`src/sv/sim32_pkg.sv`:
```
// Shared types, constants and word functions for the Simon 32/64 cipher block.
// No dependencies; every other file of the block but sim32_ram imports this package.
package sim32_pkg;

	localparam int BLOCK_W        = 32;
	localparam int WORD_W         = 16;
	localparam int KEY_W          = 64;
	localparam int KEY_BYTES_W    = 4;
	localparam int ROUND_COUNT_W  = 7;
	localparam int CFG_IDX_W      = 2;
	localparam int MAX_ROUNDS_DEF = 64;
	localparam int DEFAULT_ROUNDS = 32;
	localparam int Z0_PERIOD      = 62;

	localparam logic [63:0]       Z0_SEQ   = 64'h19C3522FB386A45F;
	localparam logic [WORD_W-1:0] RK_CONST = 16'h0003;

	typedef enum logic [CFG_IDX_W-1:0] {
		REG_KEY_VALUE   = 2'd0,
		REG_KEY_BYTES   = 2'd1,
		REG_ROUND_COUNT = 2'd2
	} cfg_reg_t;

	typedef enum logic [2:0] {
		ST_KSTART,
		ST_EXPAND,
		ST_IDLE,
		ST_PRIME,
		ST_RUN,
		ST_DONE
	} state_t;

	typedef struct packed {
		logic load;
		logic step;
	} ks_ctrl_t;

	typedef struct packed {
		logic load;
		logic prime;
		logic step;
	} rnd_ctrl_t;

	function automatic logic [WORD_W-1:0] rol16(input logic [WORD_W-1:0] x, input int n);
		return (x << n) | (x >> (WORD_W - n));
	endfunction

	function automatic logic [WORD_W-1:0] ror16(input logic [WORD_W-1:0] x, input int n);
		return (x >> n) | (x << (WORD_W - n));
	endfunction

	// Simon round function on one 16-bit word.
	function automatic logic [WORD_W-1:0] simon_f(input logic [WORD_W-1:0] x);
		return (rol16(x, 1) & rol16(x, 8)) ^ rol16(x, 2);
	endfunction

endpackage

```
`src/sv/sim32_if.sv`:
```
// Handshake channels of the Simon 32/64 block: requests, results and register writes.
// Depends on sim32_pkg for the field widths.
interface sim32_req_if import sim32_pkg::*; ();
	logic               valid;
	logic               ready;
	logic               op;
	logic [BLOCK_W-1:0] block_in;

	modport source (output valid, output op, output block_in, input ready);
	modport sink (input valid, input op, input block_in, output ready);
endinterface

interface sim32_rsp_if import sim32_pkg::*; ();
	logic               valid;
	logic               ready;
	logic [BLOCK_W-1:0] block_out;

	modport source (output valid, output block_out, input ready);
	modport sink (input valid, input block_out, output ready);
endinterface

interface sim32_cfg_if import sim32_pkg::*; ();
	logic                 valid;
	logic                 ready;
	logic [CFG_IDX_W-1:0] index;
	logic [KEY_W-1:0]     data;

	modport source (output valid, output index, output data, input ready);
	modport sink (input valid, input index, input data, output ready);
endinterface

```
`src/sv/sim32_ram.sv`:
```
// Generic single-write, single-read RAM with a registered read port.
// No dependencies.
module sim32_ram #(
	parameter int WIDTH = 16,
	parameter int DEPTH = 64
) (
	input  logic                     clk,
	input  logic                     we,
	input  logic [$clog2(DEPTH)-1:0] waddr,
	input  logic [WIDTH-1:0]         wdata,
	input  logic [$clog2(DEPTH)-1:0] raddr,
	output logic [WIDTH-1:0]         rdata
);

	logic [WIDTH-1:0] mem_q [DEPTH];
	logic [WIDTH-1:0] rdata_q;

	always_ff @(posedge clk) begin
		if (we) begin
			mem_q[waddr] <= wdata;
		end
		rdata_q <= mem_q[raddr];
	end

	assign rdata = rdata_q;

endmodule

```
`src/sv/sim32_keysched.sv`:
```
// Key expansion: a four-word shift register that emits one round key per cycle.
// Depends on sim32_pkg; its output is written into the round key RAM.
module sim32_keysched import sim32_pkg::*; #(
	parameter int MAX_ROUNDS = MAX_ROUNDS_DEF
) (
	input  logic                              clk,
	input  logic                              arst_n,
	input  ks_ctrl_t                          ctrl,
	input  logic [KEY_W-1:0]                  key_value,
	input  logic [KEY_BYTES_W-1:0]            key_bytes,
	input  logic [$clog2(MAX_ROUNDS+1)-1:0]   num_keys,
	output logic                              we,
	output logic [$clog2(MAX_ROUNDS)-1:0]     waddr,
	output logic [WORD_W-1:0]                 wdata,
	output logic                              last
);

	localparam int RW = $clog2(MAX_ROUNDS + 1);
	localparam int AW = $clog2(MAX_ROUNDS);

	logic [KEY_W-1:0]       sr_q;
	logic [Z0_PERIOD-1:0]   z_q;
	logic [RW-1:0]          cnt_q;
	logic [KEY_W-1:0]       key_masked;
	logic [KEY_BYTES_W-1:0] nbytes;
	logic [WORD_W-1:0]      tmp;
	logic [WORD_W-1:0]      new_word;

	// Bytes beyond the configured key length read as zero.
	always_comb begin
		nbytes = (key_bytes > KEY_BYTES_W'(8)) ? KEY_BYTES_W'(8) : key_bytes;
		for (int j = 0; j < 8; j++) begin
			key_masked[8*j +: 8] = (KEY_BYTES_W'(j) < nbytes) ? key_value[8*j +: 8] : 8'h00;
		end
	end

	// The low word is k[i]; the word for k[i+4] enters at the top.
	always_comb begin
		tmp      = ror16(sr_q[63:48], 3) ^ sr_q[31:16];
		new_word = ~sr_q[15:0] ^ tmp ^ ror16(tmp, 1) ^ RK_CONST ^ {{(WORD_W-1){1'b0}}, z_q[0]};
	end

	always_ff @(posedge clk or negedge arst_n) begin
		if (!arst_n) begin
			cnt_q <= '0;
		end else if (ctrl.load) begin
			cnt_q <= '0;
		end else if (ctrl.step) begin
			cnt_q <= cnt_q + RW'(1);
		end
	end

	always_ff @(posedge clk) begin
		if (ctrl.load) begin
			sr_q <= key_masked;
			z_q  <= Z0_SEQ[Z0_PERIOD-1:0];
		end else if (ctrl.step) begin
			sr_q <= {new_word, sr_q[KEY_W-1:WORD_W]};
			z_q  <= {z_q[0], z_q[Z0_PERIOD-1:1]};
		end
	end

	assign we    = ctrl.step;
	assign waddr = cnt_q[AW-1:0];
	assign wdata = sr_q[WORD_W-1:0];
	assign last  = (cnt_q == num_keys - RW'(1));

endmodule

```
`src/sv/sim32_rounds.sv`:
```
// Round datapath: two word registers that take one Feistel round per cycle, plus
// the round counter and the key table read address. Depends on sim32_pkg.
module sim32_rounds import sim32_pkg::*; #(
	parameter int MAX_ROUNDS = MAX_ROUNDS_DEF
) (
	input  logic                            clk,
	input  logic                            arst_n,
	input  rnd_ctrl_t                       ctrl,
	input  logic                            op,
	input  logic [BLOCK_W-1:0]              block_in,
	input  logic [$clog2(MAX_ROUNDS+1)-1:0] rounds,
	input  logic [WORD_W-1:0]               round_key,
	output logic [$clog2(MAX_ROUNDS)-1:0]   raddr,
	output logic [BLOCK_W-1:0]              result,
	output logic                            last
);

	localparam int RW = $clog2(MAX_ROUNDS + 1);
	localparam int AW = $clog2(MAX_ROUNDS);

	logic [WORD_W-1:0] x_q;
	logic [WORD_W-1:0] y_q;
	logic              dec_q;
	logic [RW-1:0]     cnt_q;
	logic [AW-1:0]     addr_q;
	logic [AW-1:0]     addr_next;
	logic [RW-1:0]     rounds_m1;

	assign rounds_m1 = rounds - RW'(1);
	assign addr_next = dec_q ? addr_q - AW'(1) : addr_q + AW'(1);

	always_ff @(posedge clk or negedge arst_n) begin
		if (!arst_n) begin
			cnt_q <= '0;
		end else if (ctrl.load) begin
			cnt_q <= '0;
		end else if (ctrl.step) begin
			cnt_q <= cnt_q + RW'(1);
		end
	end

	// Decryption walks the key table from the top down and runs the inverse round.
	always_ff @(posedge clk) begin
		if (ctrl.load) begin
			x_q    <= block_in[BLOCK_W-1:WORD_W];
			y_q    <= block_in[WORD_W-1:0];
			dec_q  <= op;
			addr_q <= op ? rounds_m1[AW-1:0] : '0;
		end else begin
			if (ctrl.prime || ctrl.step) begin
				addr_q <= addr_next;
			end
			if (ctrl.step) begin
				if (dec_q) begin
					x_q <= y_q;
					y_q <= x_q ^ simon_f(y_q) ^ round_key;
				end else begin
					x_q <= y_q ^ simon_f(x_q) ^ round_key;
					y_q <= x_q;
				end
			end
		end
	end

	assign raddr  = addr_q;
	assign result = {x_q, y_q};
	assign last   = (cnt_q == rounds_m1);

endmodule

```
`src/sv/simon32_block_cipher.sv`:
```
// Simon 32/64 block cipher, one Feistel round per cycle with round keys from a RAM.
// A request passes through the prime state, R rounds and the done state, R the effective
// round count (32 by default); the next request is taken only once the result is registered.
// After reset and after every register write the max(R, 4) round keys are expanded,
// one key per cycle, while no request is taken.
// Reset is asynchronous and active low; key 0, 8 key bytes and 32 rounds after it.
module simon32_block_cipher import sim32_pkg::*; #(
	parameter int MAX_ROUNDS = MAX_ROUNDS_DEF
) (
	input  logic          clk,
	input  logic          arst_n,
	sim32_req_if.sink     req,
	sim32_rsp_if.source   rsp,
	sim32_cfg_if.sink     cfg
);

	localparam int RW = $clog2(MAX_ROUNDS + 1);
	localparam int AW = $clog2(MAX_ROUNDS);
	localparam int CW = (RW > ROUND_COUNT_W) ? RW : ROUND_COUNT_W;

	state_t                   state_q;
	state_t                   state_d;
	logic [KEY_W-1:0]         key_value_q;
	logic [KEY_BYTES_W-1:0]   key_bytes_q;
	logic [ROUND_COUNT_W-1:0] round_count_q;
	logic                     out_valid_q;
	logic [BLOCK_W-1:0]       block_out_q;

	logic [RW-1:0]     rounds;
	logic [RW-1:0]     num_keys;
	logic              cfg_wr;
	logic              out_load;
	ks_ctrl_t          ks_ctrl;
	rnd_ctrl_t         rnd_ctrl;
	logic              ks_we;
	logic [AW-1:0]     ks_waddr;
	logic [WORD_W-1:0] ks_wdata;
	logic              ks_last;
	logic [AW-1:0]     rd_addr;
	logic [WORD_W-1:0] rd_key;
	logic [BLOCK_W-1:0] result;
	logic              rnd_last;

	assign cfg.ready = 1'b1;
	assign cfg_wr    = cfg.valid && cfg.ready;

	always_ff @(posedge clk or negedge arst_n) begin
		if (!arst_n) begin
			key_value_q   <= '0;
			key_bytes_q   <= KEY_BYTES_W'(8);
			round_count_q <= ROUND_COUNT_W'(DEFAULT_ROUNDS);
		end else if (cfg_wr) begin
			unique case (cfg.index)
				REG_KEY_VALUE:   key_value_q   <= cfg.data;
				REG_KEY_BYTES:   key_bytes_q   <= cfg.data[KEY_BYTES_W-1:0];
				REG_ROUND_COUNT: round_count_q <= cfg.data[ROUND_COUNT_W-1:0];
				default: ;
			endcase
		end
	end

	// Zero selects the default round count; anything above the table depth saturates.
	always_comb begin
		if (round_count_q == '0) begin
			rounds = (DEFAULT_ROUNDS > MAX_ROUNDS) ? RW'(MAX_ROUNDS) : RW'(DEFAULT_ROUNDS);
		end else if (CW'(round_count_q) > CW'(MAX_ROUNDS)) begin
			rounds = RW'(MAX_ROUNDS);
		end else begin
			rounds = RW'(round_count_q);
		end
		num_keys = (rounds < RW'(4)) ? RW'(4) : rounds;
	end

	always_ff @(posedge clk or negedge arst_n) begin
		if (!arst_n) begin
			state_q <= ST_KSTART;
		end else begin
			state_q <= state_d;
		end
	end

	// Any register write, even one to an unknown index, restarts key expansion.
	always_comb begin
		state_d = state_q;
		if (cfg_wr) begin
			state_d = ST_KSTART;
		end else begin
			unique case (state_q)
				ST_KSTART: state_d = ST_EXPAND;
				ST_EXPAND: if (ks_last) state_d = ST_IDLE;
				ST_IDLE:   if (req.valid) state_d = ST_PRIME;
				ST_PRIME:  state_d = ST_RUN;
				ST_RUN:    if (rnd_last) state_d = ST_DONE;
				ST_DONE:   if (!out_valid_q || rsp.ready) state_d = ST_IDLE;
				default:   state_d = ST_KSTART;
			endcase
		end
	end

	always_comb begin
		req.ready      = (state_q == ST_IDLE);
		ks_ctrl.load   = (state_q == ST_KSTART);
		ks_ctrl.step   = (state_q == ST_EXPAND);
		rnd_ctrl.load  = (state_q == ST_IDLE) && req.valid;
		rnd_ctrl.prime = (state_q == ST_PRIME);
		rnd_ctrl.step  = (state_q == ST_RUN);
		out_load       = (state_q == ST_DONE) && (!out_valid_q || rsp.ready);
	end

	sim32_keysched #(
		.MAX_ROUNDS(MAX_ROUNDS)
	) u_keysched (
		.clk      (clk),
		.arst_n   (arst_n),
		.ctrl     (ks_ctrl),
		.key_value(key_value_q),
		.key_bytes(key_bytes_q),
		.num_keys (num_keys),
		.we       (ks_we),
		.waddr    (ks_waddr),
		.wdata    (ks_wdata),
		.last     (ks_last)
	);

	sim32_ram #(
		.WIDTH(WORD_W),
		.DEPTH(MAX_ROUNDS)
	) u_key_ram (
		.clk  (clk),
		.we   (ks_we),
		.waddr(ks_waddr),
		.wdata(ks_wdata),
		.raddr(rd_addr),
		.rdata(rd_key)
	);

	sim32_rounds #(
		.MAX_ROUNDS(MAX_ROUNDS)
	) u_rounds (
		.clk      (clk),
		.arst_n   (arst_n),
		.ctrl     (rnd_ctrl),
		.op       (req.op),
		.block_in (req.block_in),
		.rounds   (rounds),
		.round_key(rd_key),
		.raddr    (rd_addr),
		.result   (result),
		.last     (rnd_last)
	);

	// The result register frees the round datapath while the result waits.
	always_ff @(posedge clk or negedge arst_n) begin
		if (!arst_n) begin
			out_valid_q <= 1'b0;
		end else if (out_load) begin
			out_valid_q <= 1'b1;
		end else if (rsp.ready) begin
			out_valid_q <= 1'b0;
		end
	end

	always_ff @(posedge clk) begin
		if (out_load) begin
			block_out_q <= result;
		end
	end

	assign rsp.valid     = out_valid_q;
	assign rsp.block_out = block_out_q;

	a_no_key_write_in_rounds: assert property (@(posedge clk) disable iff (!arst_n)
		(state_q == ST_PRIME || state_q == ST_RUN || state_q == ST_DONE) |-> !ks_we)
		else $error("round key RAM written while a request is in flight");

	a_cfg_restarts_expansion: assert property (@(posedge clk) disable iff (!arst_n)
		cfg_wr |=> (state_q == ST_KSTART))
		else $error("register write did not restart key expansion");

	a_accept_starts_rounds: assert property (@(posedge clk) disable iff (!arst_n)
		(req.valid && req.ready && !cfg_wr) |=> (state_q == ST_PRIME))
		else $error("accepted request did not start the round loop");

	a_result_from_done: assert property (@(posedge clk) disable iff (!arst_n)
		$rose(out_valid_q) |-> ($past(state_q) == ST_DONE))
		else $error("result presented without finishing the rounds");

endmodule
```
`src/flat_wrapper.sv`:
```
// flat-port wrapper written by rule: the top's interface ports become plain ports
module simon32_block_cipher_flat import sim32_pkg::*;
#(
	parameter int MAX_ROUNDS = MAX_ROUNDS_DEF
)
  (clk, arst_n, req_valid, req_op, req_block_in, req_ready, rsp_valid, rsp_block_out, rsp_ready, cfg_valid, cfg_index, cfg_data, cfg_ready);
  sim32_req_if req_i ();
  sim32_rsp_if rsp_i ();
  sim32_cfg_if cfg_i ();
  input  logic clk;
  input  logic arst_n;
  input wire logic [$bits(req_i.valid)-1:0] req_valid;
  input wire logic [$bits(req_i.op)-1:0] req_op;
  input wire logic [$bits(req_i.block_in)-1:0] req_block_in;
  output wire logic [$bits(req_i.ready)-1:0] req_ready;
  output wire logic [$bits(rsp_i.valid)-1:0] rsp_valid;
  output wire logic [$bits(rsp_i.block_out)-1:0] rsp_block_out;
  input wire logic [$bits(rsp_i.ready)-1:0] rsp_ready;
  input wire logic [$bits(cfg_i.valid)-1:0] cfg_valid;
  input wire logic [$bits(cfg_i.index)-1:0] cfg_index;
  input wire logic [$bits(cfg_i.data)-1:0] cfg_data;
  output wire logic [$bits(cfg_i.ready)-1:0] cfg_ready;
  assign req_i.valid = req_valid;
  assign req_i.op = req_op;
  assign req_i.block_in = req_block_in;
  assign req_ready = req_i.ready;
  assign rsp_valid = rsp_i.valid;
  assign rsp_block_out = rsp_i.block_out;
  assign rsp_i.ready = rsp_ready;
  assign cfg_i.valid = cfg_valid;
  assign cfg_i.index = cfg_index;
  assign cfg_i.data = cfg_data;
  assign cfg_ready = cfg_i.ready;
  simon32_block_cipher #(.MAX_ROUNDS(MAX_ROUNDS)) u_core (.clk(clk), .arst_n(arst_n), .req(req_i), .rsp(rsp_i), .cfg(cfg_i));
endmodule
```
`config.mk`:
```
export PLATFORM = sky130hd
export DESIGN_NAME = simon32_block_cipher_flat
export DESIGN_NICKNAME = d
export VERILOG_FILES = /design/src/sv/sim32_pkg.sv /design/src/sv/sim32_if.sv /design/src/sv/sim32_ram.sv /design/src/sv/sim32_keysched.sv /design/src/sv/sim32_rounds.sv /design/src/sv/simon32_block_cipher.sv /design/src/flat_wrapper.sv
export SDC_FILE = /design/constraint.sdc
export NUM_CORES = 1
export LEC_CHECK = 0
export ABC_AREA = 1
export BUFFER_PORTS_ARGS = -buffer_cell sky130_fd_sc_hd__buf_2
export CORE_MARGIN = 4
export CORE_UTILIZATION = 25
export CTS_BUF_LIST = sky130_fd_sc_hd__clkbuf_8
export DETAILED_ROUTE_END_ITERATION = 6
export PLACE_DENSITY_LB_ADDON = 0.3
export SLEW_MARGIN = 20
export SYNTH_ARGS = -nofsm -noshare
export SYNTH_HDL_FRONTEND = slang
export SYNTH_HIERARCHICAL = 1
export SYNTH_SLANG_ARGS = --single-unit
```
`constraint.sdc`:
```
create_clock -name clk -period 6.1 [get_ports clk]
set_input_delay 0.305 -clock clk [delete_from_list [all_inputs] [get_ports clk]]
set_output_delay 0.305 -clock clk [all_outputs]
set_load 0.05 [all_outputs]
```
==> results of run 1 <==
-- worst max-delay path, stage by stage, from the launching register on --
cell      delay [ps]
edfxtp_1         470
buf_4            810
buf_4            900
nand3_1          140
nand3_1          160
nand2_1           70
nand2_1           60
nand3_1          240
nand3_1          330
nand2_1           80
-- placed cells by master (no fill, tap or decap), types with 8 or more instances in the layout --
cell type	netlist	routed
nand3_1	1109	1109
nand4_1	18	18
buf_2	128	136
inv_1	167	274
dfrtp_1	91	91
edfxtp_1	1159	1159
nor2_2	5	8
dlygate4sd3_1	0	110
buf_4	47	114
clkinv_1	0	29
ha_1	8	8
o21ai_0	83	83
o21ai_1	10	10
nand2_1	1903	1902
xor2_1	16	16
a21oi_1	14	13
xnor2_1	19	19
dfxtp_1	78	78
nor4_2	0	8
nand3_2	8	8
clkbuf_8	0	235
mux2_4	56	56
a22o_1	8	8
clkinv_2	0	21
nor2_1	167	161
-- registers in the layout, summed over array words and instances, names as in the netlist --
name and count:
u_core/u_key_ram/mem_q 1024, u_core/key_value_q 64, u_core/u_keysched/sr_q 64, u_core/u_keysched/z_q 62
u_core/rsp.block_out 32, u_core/u_key_ram/rdata 16, u_core/u_rounds/x_q 16, u_core/u_rounds/y_q 16
u_core/round_count_q 7, u_core/u_keysched/cnt_q 7, u_core/u_rounds/cnt_q 7, u_core/u_rounds/raddr 6
u_core/key_bytes_q 4, u_core/state_q 3, u_core/rsp.valid 1, u_core/u_rounds/dec_q 1
-- repair_timing --
action,in CTS,in global routing
buffers inserted,0,0
endpoints found under the hold margin,228,0
hold buffers,111,0
-- power by group through the flow --
stage / Combinational [uW] / Clock, uW / Sequential (uW)
CTS: 10400 / 7550 / 12600
floorplan: 6860 / 0 / 12400
finish: 10300 / 7340 / 12600
global placement: 10200 / 0 / 12800
global route: 11500 / 7950 / 12600
detailed placement: 10300 / 0 / 12800
-- per-stage QoR --
step	power, uW	hold WS [ps]	utilization
after floorplan	19300	9.41	-
after global placement	22900	249	0.268
after detailed placement	23100	250	0.268
after CTS	30500	6.95	0.291
after global routing	32100	58.2	0.291
final	30200	104	0.291
-- metal layers --
metal	vias to the layer above	part of all wire
met2	1213	0.45
met5	-	0
met4	0	0.025
met1	19817	0.46
li1	18730	-
met3	233	0.065
-- how the worst max path moves through the flow --
stage                     slack [ps]                     start                             to  cells after the start
after global routing            2290   u_core/round_count_q[6]              u_core/state_q[1]                     22
after floorplan                 2650         u_core/state_q[1]  u_core/u_key_ram/mem_q[48][0]                      7
final                           2550  u_core/u_rounds/raddr[1]      u_core/u_key_ram/rdata[9]                      9
after global placement          2570  u_core/u_rounds/raddr[1]      u_core/u_key_ram/rdata[9]                      9
after CTS                       2590  u_core/u_rounds/raddr[0]     u_core/u_key_ram/rdata[11]                     10
after detailed placement        2600  u_core/u_rounds/raddr[0]     u_core/u_key_ram/rdata[11]                     10
-- area by class of cell --
class                   count  share of cell area
multi-input cells        3463               0.240
inverters                 176              0.0105
clock buffers             235              0.0492
flip-flops and latches   1330               0.588
well taps                2992              0.0569
clock inverters           173              0.0127
repair buffers            368              0.0426
diodes                      6            0.000228
-- cells by family after synthesis --
| kind of cell | after synthesis | share of synthesized area |
|---|---|---|
| AO/OA/AOI/OAI | 128 | 0.0122 |
| XOR/XNOR | 35 | 0.00538 |
| adder cells (fa/ha/maj) | 9 | 0.00211 |
| buffers and inverters | 487 | 0.0457 |
| flip-flops | 1330 | 0.679 |
| multiplexers | 57 | 0.0150 |
| other | 1 | 0.0000658 |
| AND/OR/NAND/NOR | 3233 | 0.240 |
==> results_tabular.tex, run 1 <==
\begin{tabular}{lr}
\hline
Metric & Value \\
\hline
\multicolumn{2}{l}{\textbf{Run status}} \\
\quad Result of the run & complete, no violations \\
\multicolumn{2}{l}{\textbf{Drt}} \\
\quad Detailed-route wire length per cell & around 19 um \\
\quad Vias per std cell & about 4.6 \\
\quad Number of DRC markers after the initial detailed-route iteration & between 3000 and 4000 \\
\quad Routed Antenna Nets & 0 \\
\quad First-pass DRT Iterations & 5 \\
\quad DRC violation count after routing & 0 \\
\quad Overall via count from detail\_route & around 40000 \\
\quad Total routed wirelength & between 150000 and 200000 um \\
\multicolumn{2}{l}{\textbf{Timing}} \\
\quad Max Clock Freq & $\sim$0.28 GHz \\
\quad Total count of hold-check failures in the final report & 0 \\
\quad Setup violations, final & 0 \\
\quad Worst clock skew on the final layout & about 67 ps \\
\quad Time the final worst path needs with I/O delays and setup & 3550 ps \\
\quad Setup repair after global routing missed its margin & no \\
\quad Final period util & 0.581 \\
\quad Transition time at the pin with the least slew margin & 1140 ps \\
\quad Worst slew margin relative to its limit & 0.241 \\
\quad Worst setup margin & around 2600 ps \\
\quad Pins Over Slew Limit & 0 \\
\quad Fin Setup TNS & 0 ps \\
\multicolumn{2}{l}{\textbf{Die}} \\
\quad Die boundary width & between 400 and 500 um \\
\quad Count of boundary I/O pins & roughly 140 \\
\quad Starting Density & 0.252 \\
\quad Area of the core region & 226000 um\^{}2 \\
\quad Die area & $\sim$240000 um\^{}2 \\
\quad Die Y & 485 um \\
\quad Std-Cell Rows & around 170 \\
\multicolumn{2}{l}{\textbf{Synth}} \\
\quad Nets in the synthesized netlist & around 5400 \\
\quad Synthesized area per cell & between 10 and 15 um\^{}2 \\
\quad Cell taking the most area after synthesis & edfxtp\_1 \\
\quad Dominant register cell in the synthesized netlist & edfxtp\_1 \\
\quad Flops \& latches, synth & 1330 \\
\quad Yosys synthesis warning count & 6 \\
\quad Share of synthesized flip-flops with an asynchronous set or reset & 0.0699 \\
\quad Share of synthesized area occupied by flip-flops and latches & 0.679 \\
\quad Largest cells by area after synthesis & edfxtp\_1 (61\%), nand2\_1 (13\%), nand3\_1 (9.7\%) \\
\quad Leading cell types by count after synthesis & nand2\_1 (1903), edfxtp\_1 (1159), nand3\_1 (1109), inv\_1 (167), nor2\_1 (167) \\
\quad Number of distinct library cells after synthesis & 44 \\
\quad Synthesized netlist cell count & $\sim$5300 \\
\quad Cell with the most instances after synthesis & nand2\_1 \\
\quad Total standard cell area after synthesis & about 57000 um\^{}2 \\
\quad Top-area cell type share of the netlist area & 0.611 \\
\quad Number of enable-type register cells in the synthesized netlist & approximately 1200 \\
\multicolumn{2}{l}{\textbf{Clock network}} \\
\quad Clock tree from TritonCTS & yes \\
\quad Clock-pin slew on the worst setup and hold paths & roughly 60 ps \\
\quad Post\_cts resized & 0 \\
\quad Skew-Pair Late Insertion Delay & $\sim$950 ps \\
\quad Clock root buffer & clkbuf\_8 \\
\quad Maximum clock insertion buffer count & 3 \\
\quad CTS H-Tree Depth & 4 \\
\quad Number of clock sinks & between 1000 and 1500 \\
\quad Number of buffers created by CTS & 216 \\
\multicolumn{2}{l}{\textbf{Critical path}} \\
\quad Critical path data required time & between 6000 and 7000 ps \\
\quad Startpoint types & flop \\
\quad Setup Crit Path Kind & flop to flop \\
\quad Worst R2R Path Depth & 9 \\
\quad R2r startpoint & u\_core/u\_rounds/raddr[1] \\
\quad Crit Path Max Fanout & 75 \\
\quad Kind of end point of the critical path & flop \\
\quad R2R Path End & u\_core/u\_key\_ram/rdata[9] \\
\quad Reg2Reg Setup Slack & 2550 ps \\
\quad Crit path DAT & about 4400 ps \\
\multicolumn{2}{l}{\textbf{Worst hold path}} \\
\quad Kind of path behind the tightest hold check & input pin to flop \\
\quad Hold Crit Endpoint & u\_core/u\_rounds/dec\_q \\
\quad Beginning of the worst hold path & req\_op \\
\quad Hold path cells & 2 \\
\multicolumn{2}{l}{\textbf{Global route}} \\
\quad Global-route track usage on met2 & 0.220 \\
\quad Largest net degree at the start of global routing & $\sim$170 \\
\quad GRT Util Overall & 0.140 \\
\quad Overflow after GRT & 0 \\
\quad Busiest grt layer & met2 \\
\quad Met1 Resource Use GR & 0.197 \\
\quad Number of antenna violations at the first check in global routing & 5 \\
\quad Met3 capacity usage during global routing & 0.0252 \\
\quad Via count of the first global-routing pass & between 30000 and 40000 \\
\quad Wire length of the first global-routing pass & 254000 um \\
\multicolumn{2}{l}{\textbf{Power}} \\
\quad Total power density per cell area & about 460 nW/um\^{}2 \\
\quad Sw frac & 0.400 \\
\quad VDD IR-drop max & 338 uV \\
\quad Leak & $\sim$0.026 uW \\
\quad Combinational group share of total power & 0.342 \\
\quad Internal Pwr Total & approximately 18000 uW \\
\quad Part of the total power dissipated in sequential elements & 0.415 \\
\quad Switching pwr & 12100 uW \\
\quad Part of the power in the clock network & 0.243 \\
\multicolumn{2}{l}{\textbf{Placed design}} \\
\quad HPWL Detailed & between 90000 and 100000 um \\
\quad GP Congestion & roughly 0.82 \\
\quad Total instance count after detailed placement & between 8000 and 9000 \\
\quad Placed cell area & around 61000 um\^{}2 \\
\quad Buffers added on ports & 137 \\
\quad Minimum setup slack after placement & approximately 2600 ps \\
\multicolumn{2}{l}{\textbf{Layout}} \\
\quad Fraction of final layout cells with drive strength greater than 1 & 0.110 \\
\quad Net total in the final layout & roughly 5700 \\
\quad Combined flip-flop and latch cell area & between 30000 and 40000 um\^{}2 \\
\quad Post-Layout Cell Count & between 8000 and 9000 \\
\quad Cell area after layout & roughly 66000 um\^{}2 \\
\quad Filler cell count in the final layout & around 23000 \\
\quad Footprint of the multi-input gates & about 16000 um\^{}2 \\
\quad Synthesis-to-finish area growth & 15.5\% \\
\multicolumn{2}{l}{\textbf{Run}} \\
\quad Max-capacitance violation count & 0 \\
\hline
\end{tabular}
Note: power is estimated with default switching activity, not from simulation.
==> run 2, diff against run 1 <==
clock period = 3.3 ns   (was 6.1 ns; I/O delays follow)
==> results_tabular.tex, run 2 (synthesis gave the netlist of run 1 again) <==
\begin{tabular}{lr}
\hline
Metric & Value \\
\hline
\multicolumn{2}{l}{\textbf{Die}} \\
\quad Die Y & 485 um (unchanged) \\
\quad Count of boundary I/O pins & 139 (unchanged) \\
\quad Area of the core region & 226000 um\^{}2 (unchanged) \\
\quad Die boundary width & 485 um (unchanged) \\
\quad Starting Density & 0.252 (unchanged) \\
\quad Std-Cell Rows & 174 (unchanged) \\
\quad Die area & 236000 um\^{}2 (unchanged) \\
\multicolumn{2}{l}{\textbf{Timing}} \\
\quad Transition time at the pin with the least slew margin & 1010 ps (-127 ps) \\
\quad Time the final worst path needs with I/O delays and setup & 2900 ps (-644 ps) \\
\quad Min Hold Slack & 141 ps (+37.5 ps) \\
\quad Max Clock Freq & 0.345 GHz (+22\%) \\
\quad Pins Over Slew Limit & 0 (unchanged) \\
\quad Worst clock skew on the final layout & 50.6 ps (-16.7 ps) \\
\quad Setup violations, final & 0 (unchanged) \\
\quad Setup repair after global routing missed its margin & no \\
\quad Worst slew margin relative to its limit & 0.327 (+0.0856) \\
\quad Worst setup margin & 397 ps (-2160 ps) \\
\quad Total count of hold-check failures in the final report & 0 (unchanged) \\
\quad Final period util & 0.880 (+0.298) \\
\multicolumn{2}{l}{\textbf{Placed design}} \\
\quad GP Congestion & 0.818 (-0.28\%) \\
\quad Buffers added on ports & 137 (unchanged) \\
\quad Placed cell area & 61300 um\^{}2 (+1.2\%) \\
\quad Minimum setup slack after placement & 474 ps (-2130 ps) \\
\quad Total instance count after detailed placement & 8265 (+0.60\%) \\
\quad HPWL Detailed & 101000 um (+1.8\%) \\
\multicolumn{2}{l}{\textbf{Global route}} \\
\quad GRT Util Overall & 0.138 (-0.00187) \\
\quad Via count of the first global-routing pass & 38842 (-0.66\%) \\
\quad Overflow after GRT & 0 (unchanged) \\
\quad Largest net degree at the start of global routing & 138 (-18\%) \\
\quad Wire length of the first global-routing pass & 249000 um (-1.6\%) \\
\quad Number of antenna violations at the first check in global routing & 7 (+2) \\
\multicolumn{2}{l}{\textbf{Clock network}} \\
\quad Clock root buffer & clkbuf\_8 \\
\quad Post-CTS Setup Repair Bufs & 0 (unchanged) \\
\quad Clock-pin slew on the worst setup and hold paths & 60 ps (about the same) \\
\quad Clock tree from TritonCTS & yes \\
\quad Maximum clock insertion buffer count & 3 (unchanged) \\
\quad Skew-Pair Late Insertion Delay & 940 ps (about the same) \\
\quad Number of buffers created by CTS & 219 (+1.4\%) \\
\quad Number of clock sinks & 1330 (unchanged) \\
\quad CTS H-Tree Depth & 4 (unchanged) \\
\multicolumn{2}{l}{\textbf{Drt}} \\
\quad First-pass DRT Iterations & 6 (+1) \\
\quad Total routed wirelength & 169000 um (-0.53\%) \\
\quad Overall via count from detail\_route & 40113 (+0.30\%) \\
\quad Routed Antenna Nets & 0 (unchanged) \\
\quad DRC violation count after routing & 0 (unchanged) \\
\quad Detailed-route wire length per cell & 18.9 um (-2.2\%) \\
\quad Number of DRC markers after the initial detailed-route iteration & 3488 (+4.0\%) \\
\quad Vias per std cell & 4.51 (-1.4\%) \\
\multicolumn{2}{l}{\textbf{Layout}} \\
\quad Filler cell count in the final layout & 23142 (-0.80\%) \\
\quad Most flop-heavy register & u\_core/u\_key\_ram/mem\_q \\
\quad Final standard cell utilization of the core & 0.300 (+0.00822) \\
\quad Top library cells by usage in the layout, fill and taps aside & nand2\_1 (1902), edfxtp\_1 (1159), nand3\_1 (1109), inv\_1 (252), clkbuf\_8 (247) \\
\quad Number of flip-flops under the largest register name & 1024 (unchanged) \\
\quad Largest registers ranked by flip-flop count & u\_core/u\_key\_ram/mem\_q x1024, u\_core/key\_value\_q x64, u\_core/u\_keysched/sr\_q x64 \\
\quad Synthesis-to-finish area growth & 18.7\% \\
\quad Cell area after layout & 67600 um\^{}2 (+2.8\%) \\
\quad Footprint of the multi-input gates & 15800 um\^{}2 (about the same) \\
\quad Post-Layout Cell Count & 8894 (+1.7\%) \\
\quad Most frequent standard cell in the layout excluding fill and tap cells & nand2\_1 \\
\quad Fraction of final layout cells with drive strength greater than 1 & 0.117 (+0.00650) \\
\quad Combined flip-flop and latch cell area & 38700 um\^{}2 (unchanged) \\
\quad Net total in the final layout & 5830 (+2.9\%) \\
\multicolumn{2}{l}{\textbf{Worst hold path}} \\
\quad Kind of path behind the tightest hold check & input pin to flop \\
\quad Beginning of the worst hold path & cfg\_data[0] \\
\quad Hold path cells & 4 (+2) \\
\multicolumn{2}{l}{\textbf{Power}} \\
\quad VDD IR-drop max & 578 uV (+71\%) \\
\quad Leak & 0.0263 uW (+2.9\%) \\
\quad Total power density per cell area & 843 nW/um\^{}2 (+83\%) \\
\multicolumn{2}{l}{\textbf{Critical path}} \\
\quad Kind of end point of the critical path & flop \\
\quad Crit Path Max Fanout & 12 (-84\%) \\
\quad R2r startpoint & u\_core/round\_count\_q[6] \\
\quad Worst path cell trace & nor2\_1 -> nor2\_1 -> nand3\_1 -> nand2\_1 -> inv\_1 -> inv\_1 -> ha\_1 -> inv\_1 -> nand2\_1 -> nand2\_1 -> nor2\_1 -> nand3\_1 -> nor2\_1 -> nand2\_1 -> nor2\_1 -> inv\_1 -> nand4\_1 -> nand2\_1 -> nor2\_1 -> nand2\_1 -> nand2\_1 \\
\quad Startpoint types & flop \\
\quad Largest incremental delay on the critical path & 510 ps (-390 ps) \\
\quad Crit path DAT & 3770 ps (-590 ps) \\
\quad Library cell contributing the largest single delay on the critical path & dfrtp\_1 \\
\quad Top cell by count, worst path & nand2\_1 \\
\quad Worst R2R Path Depth & 21 (+12) \\
\quad Critical path data required time & 4170 ps (-2750 ps) \\
\quad Setup Crit Path Kind & flop to flop \\
\quad Critical path startpoint & u\_core/round\_count\_q[6] \\
\multicolumn{2}{l}{\textbf{Run}} \\
\quad Max-capacitance violation count & 0 (unchanged) \\
\multicolumn{2}{l}{\textbf{Run status}} \\
\quad Result of the run & complete, no violations \\
\hline
\end{tabular}
-- run 2: report_power, final --
part / internal [uW] / total (uW) / switching, uW
clock: 6980 / 13700 / 6700
sequential: 22000 / 23100 / 1150
combinational: 5460 / 20200 / 14800
total: 34400 / 57000 / 22600
-- run 2: cell type report --
type	instances	share of cell area
flip-flops and latches	1330	0.572
clock buffers	247	0.0503
diodes	6	0.000222
well taps	2992	0.0553
inverters	176	0.0102
clock inverters	153	0.0107
multi-input cells	3463	0.233
repair buffers	527	0.0682
-- run 2: worst max-delay path: cells and delay by family, from the launching register on --
family	cells	cell delay [ps]
adders and majority gates	1	310
and+or+nand+nor	16	1680
buffers and inverters	4	340
DFF	1	510
-- run 2: per-layer routing --
metal	up-vias	routed length (um)	global-route usage
met2	1244	77900	0.220
met4	0	3840	0.0399
li1	19017	-	-
met3	246	11600	0.0305
met1	19606	75200	0.189
met5	-	0	0
-- run 2: through the flow --
stage,TNS (ps),power (uW)
final,0,57000
after global placement,0,43100
after detailed placement,0,43300
after floorplan,-19230,35700
after global routing,0,60300
after CTS,0,57400
-- run 2: worst paths after layout --
kind	end	slack [ps]
worst max-delay path	u_core/state_q[1]	400
worst min-delay path	u_core/key_bytes_q[0]	140
worst max register to register	u_core/state_q[1]	400
worst min register to register	u_core/u_keysched/z_q[34]	440
max in group asynchronous	u_core/u_rounds/cnt_q[1]	2540
min in group asynchronous	u_core/round_count_q[5]	350
-- run 2: timing repair --
action	in CTS	in global routing
hold endpoints to repair	223	0
gates resized for setup	0	0
hold buffers	223	0
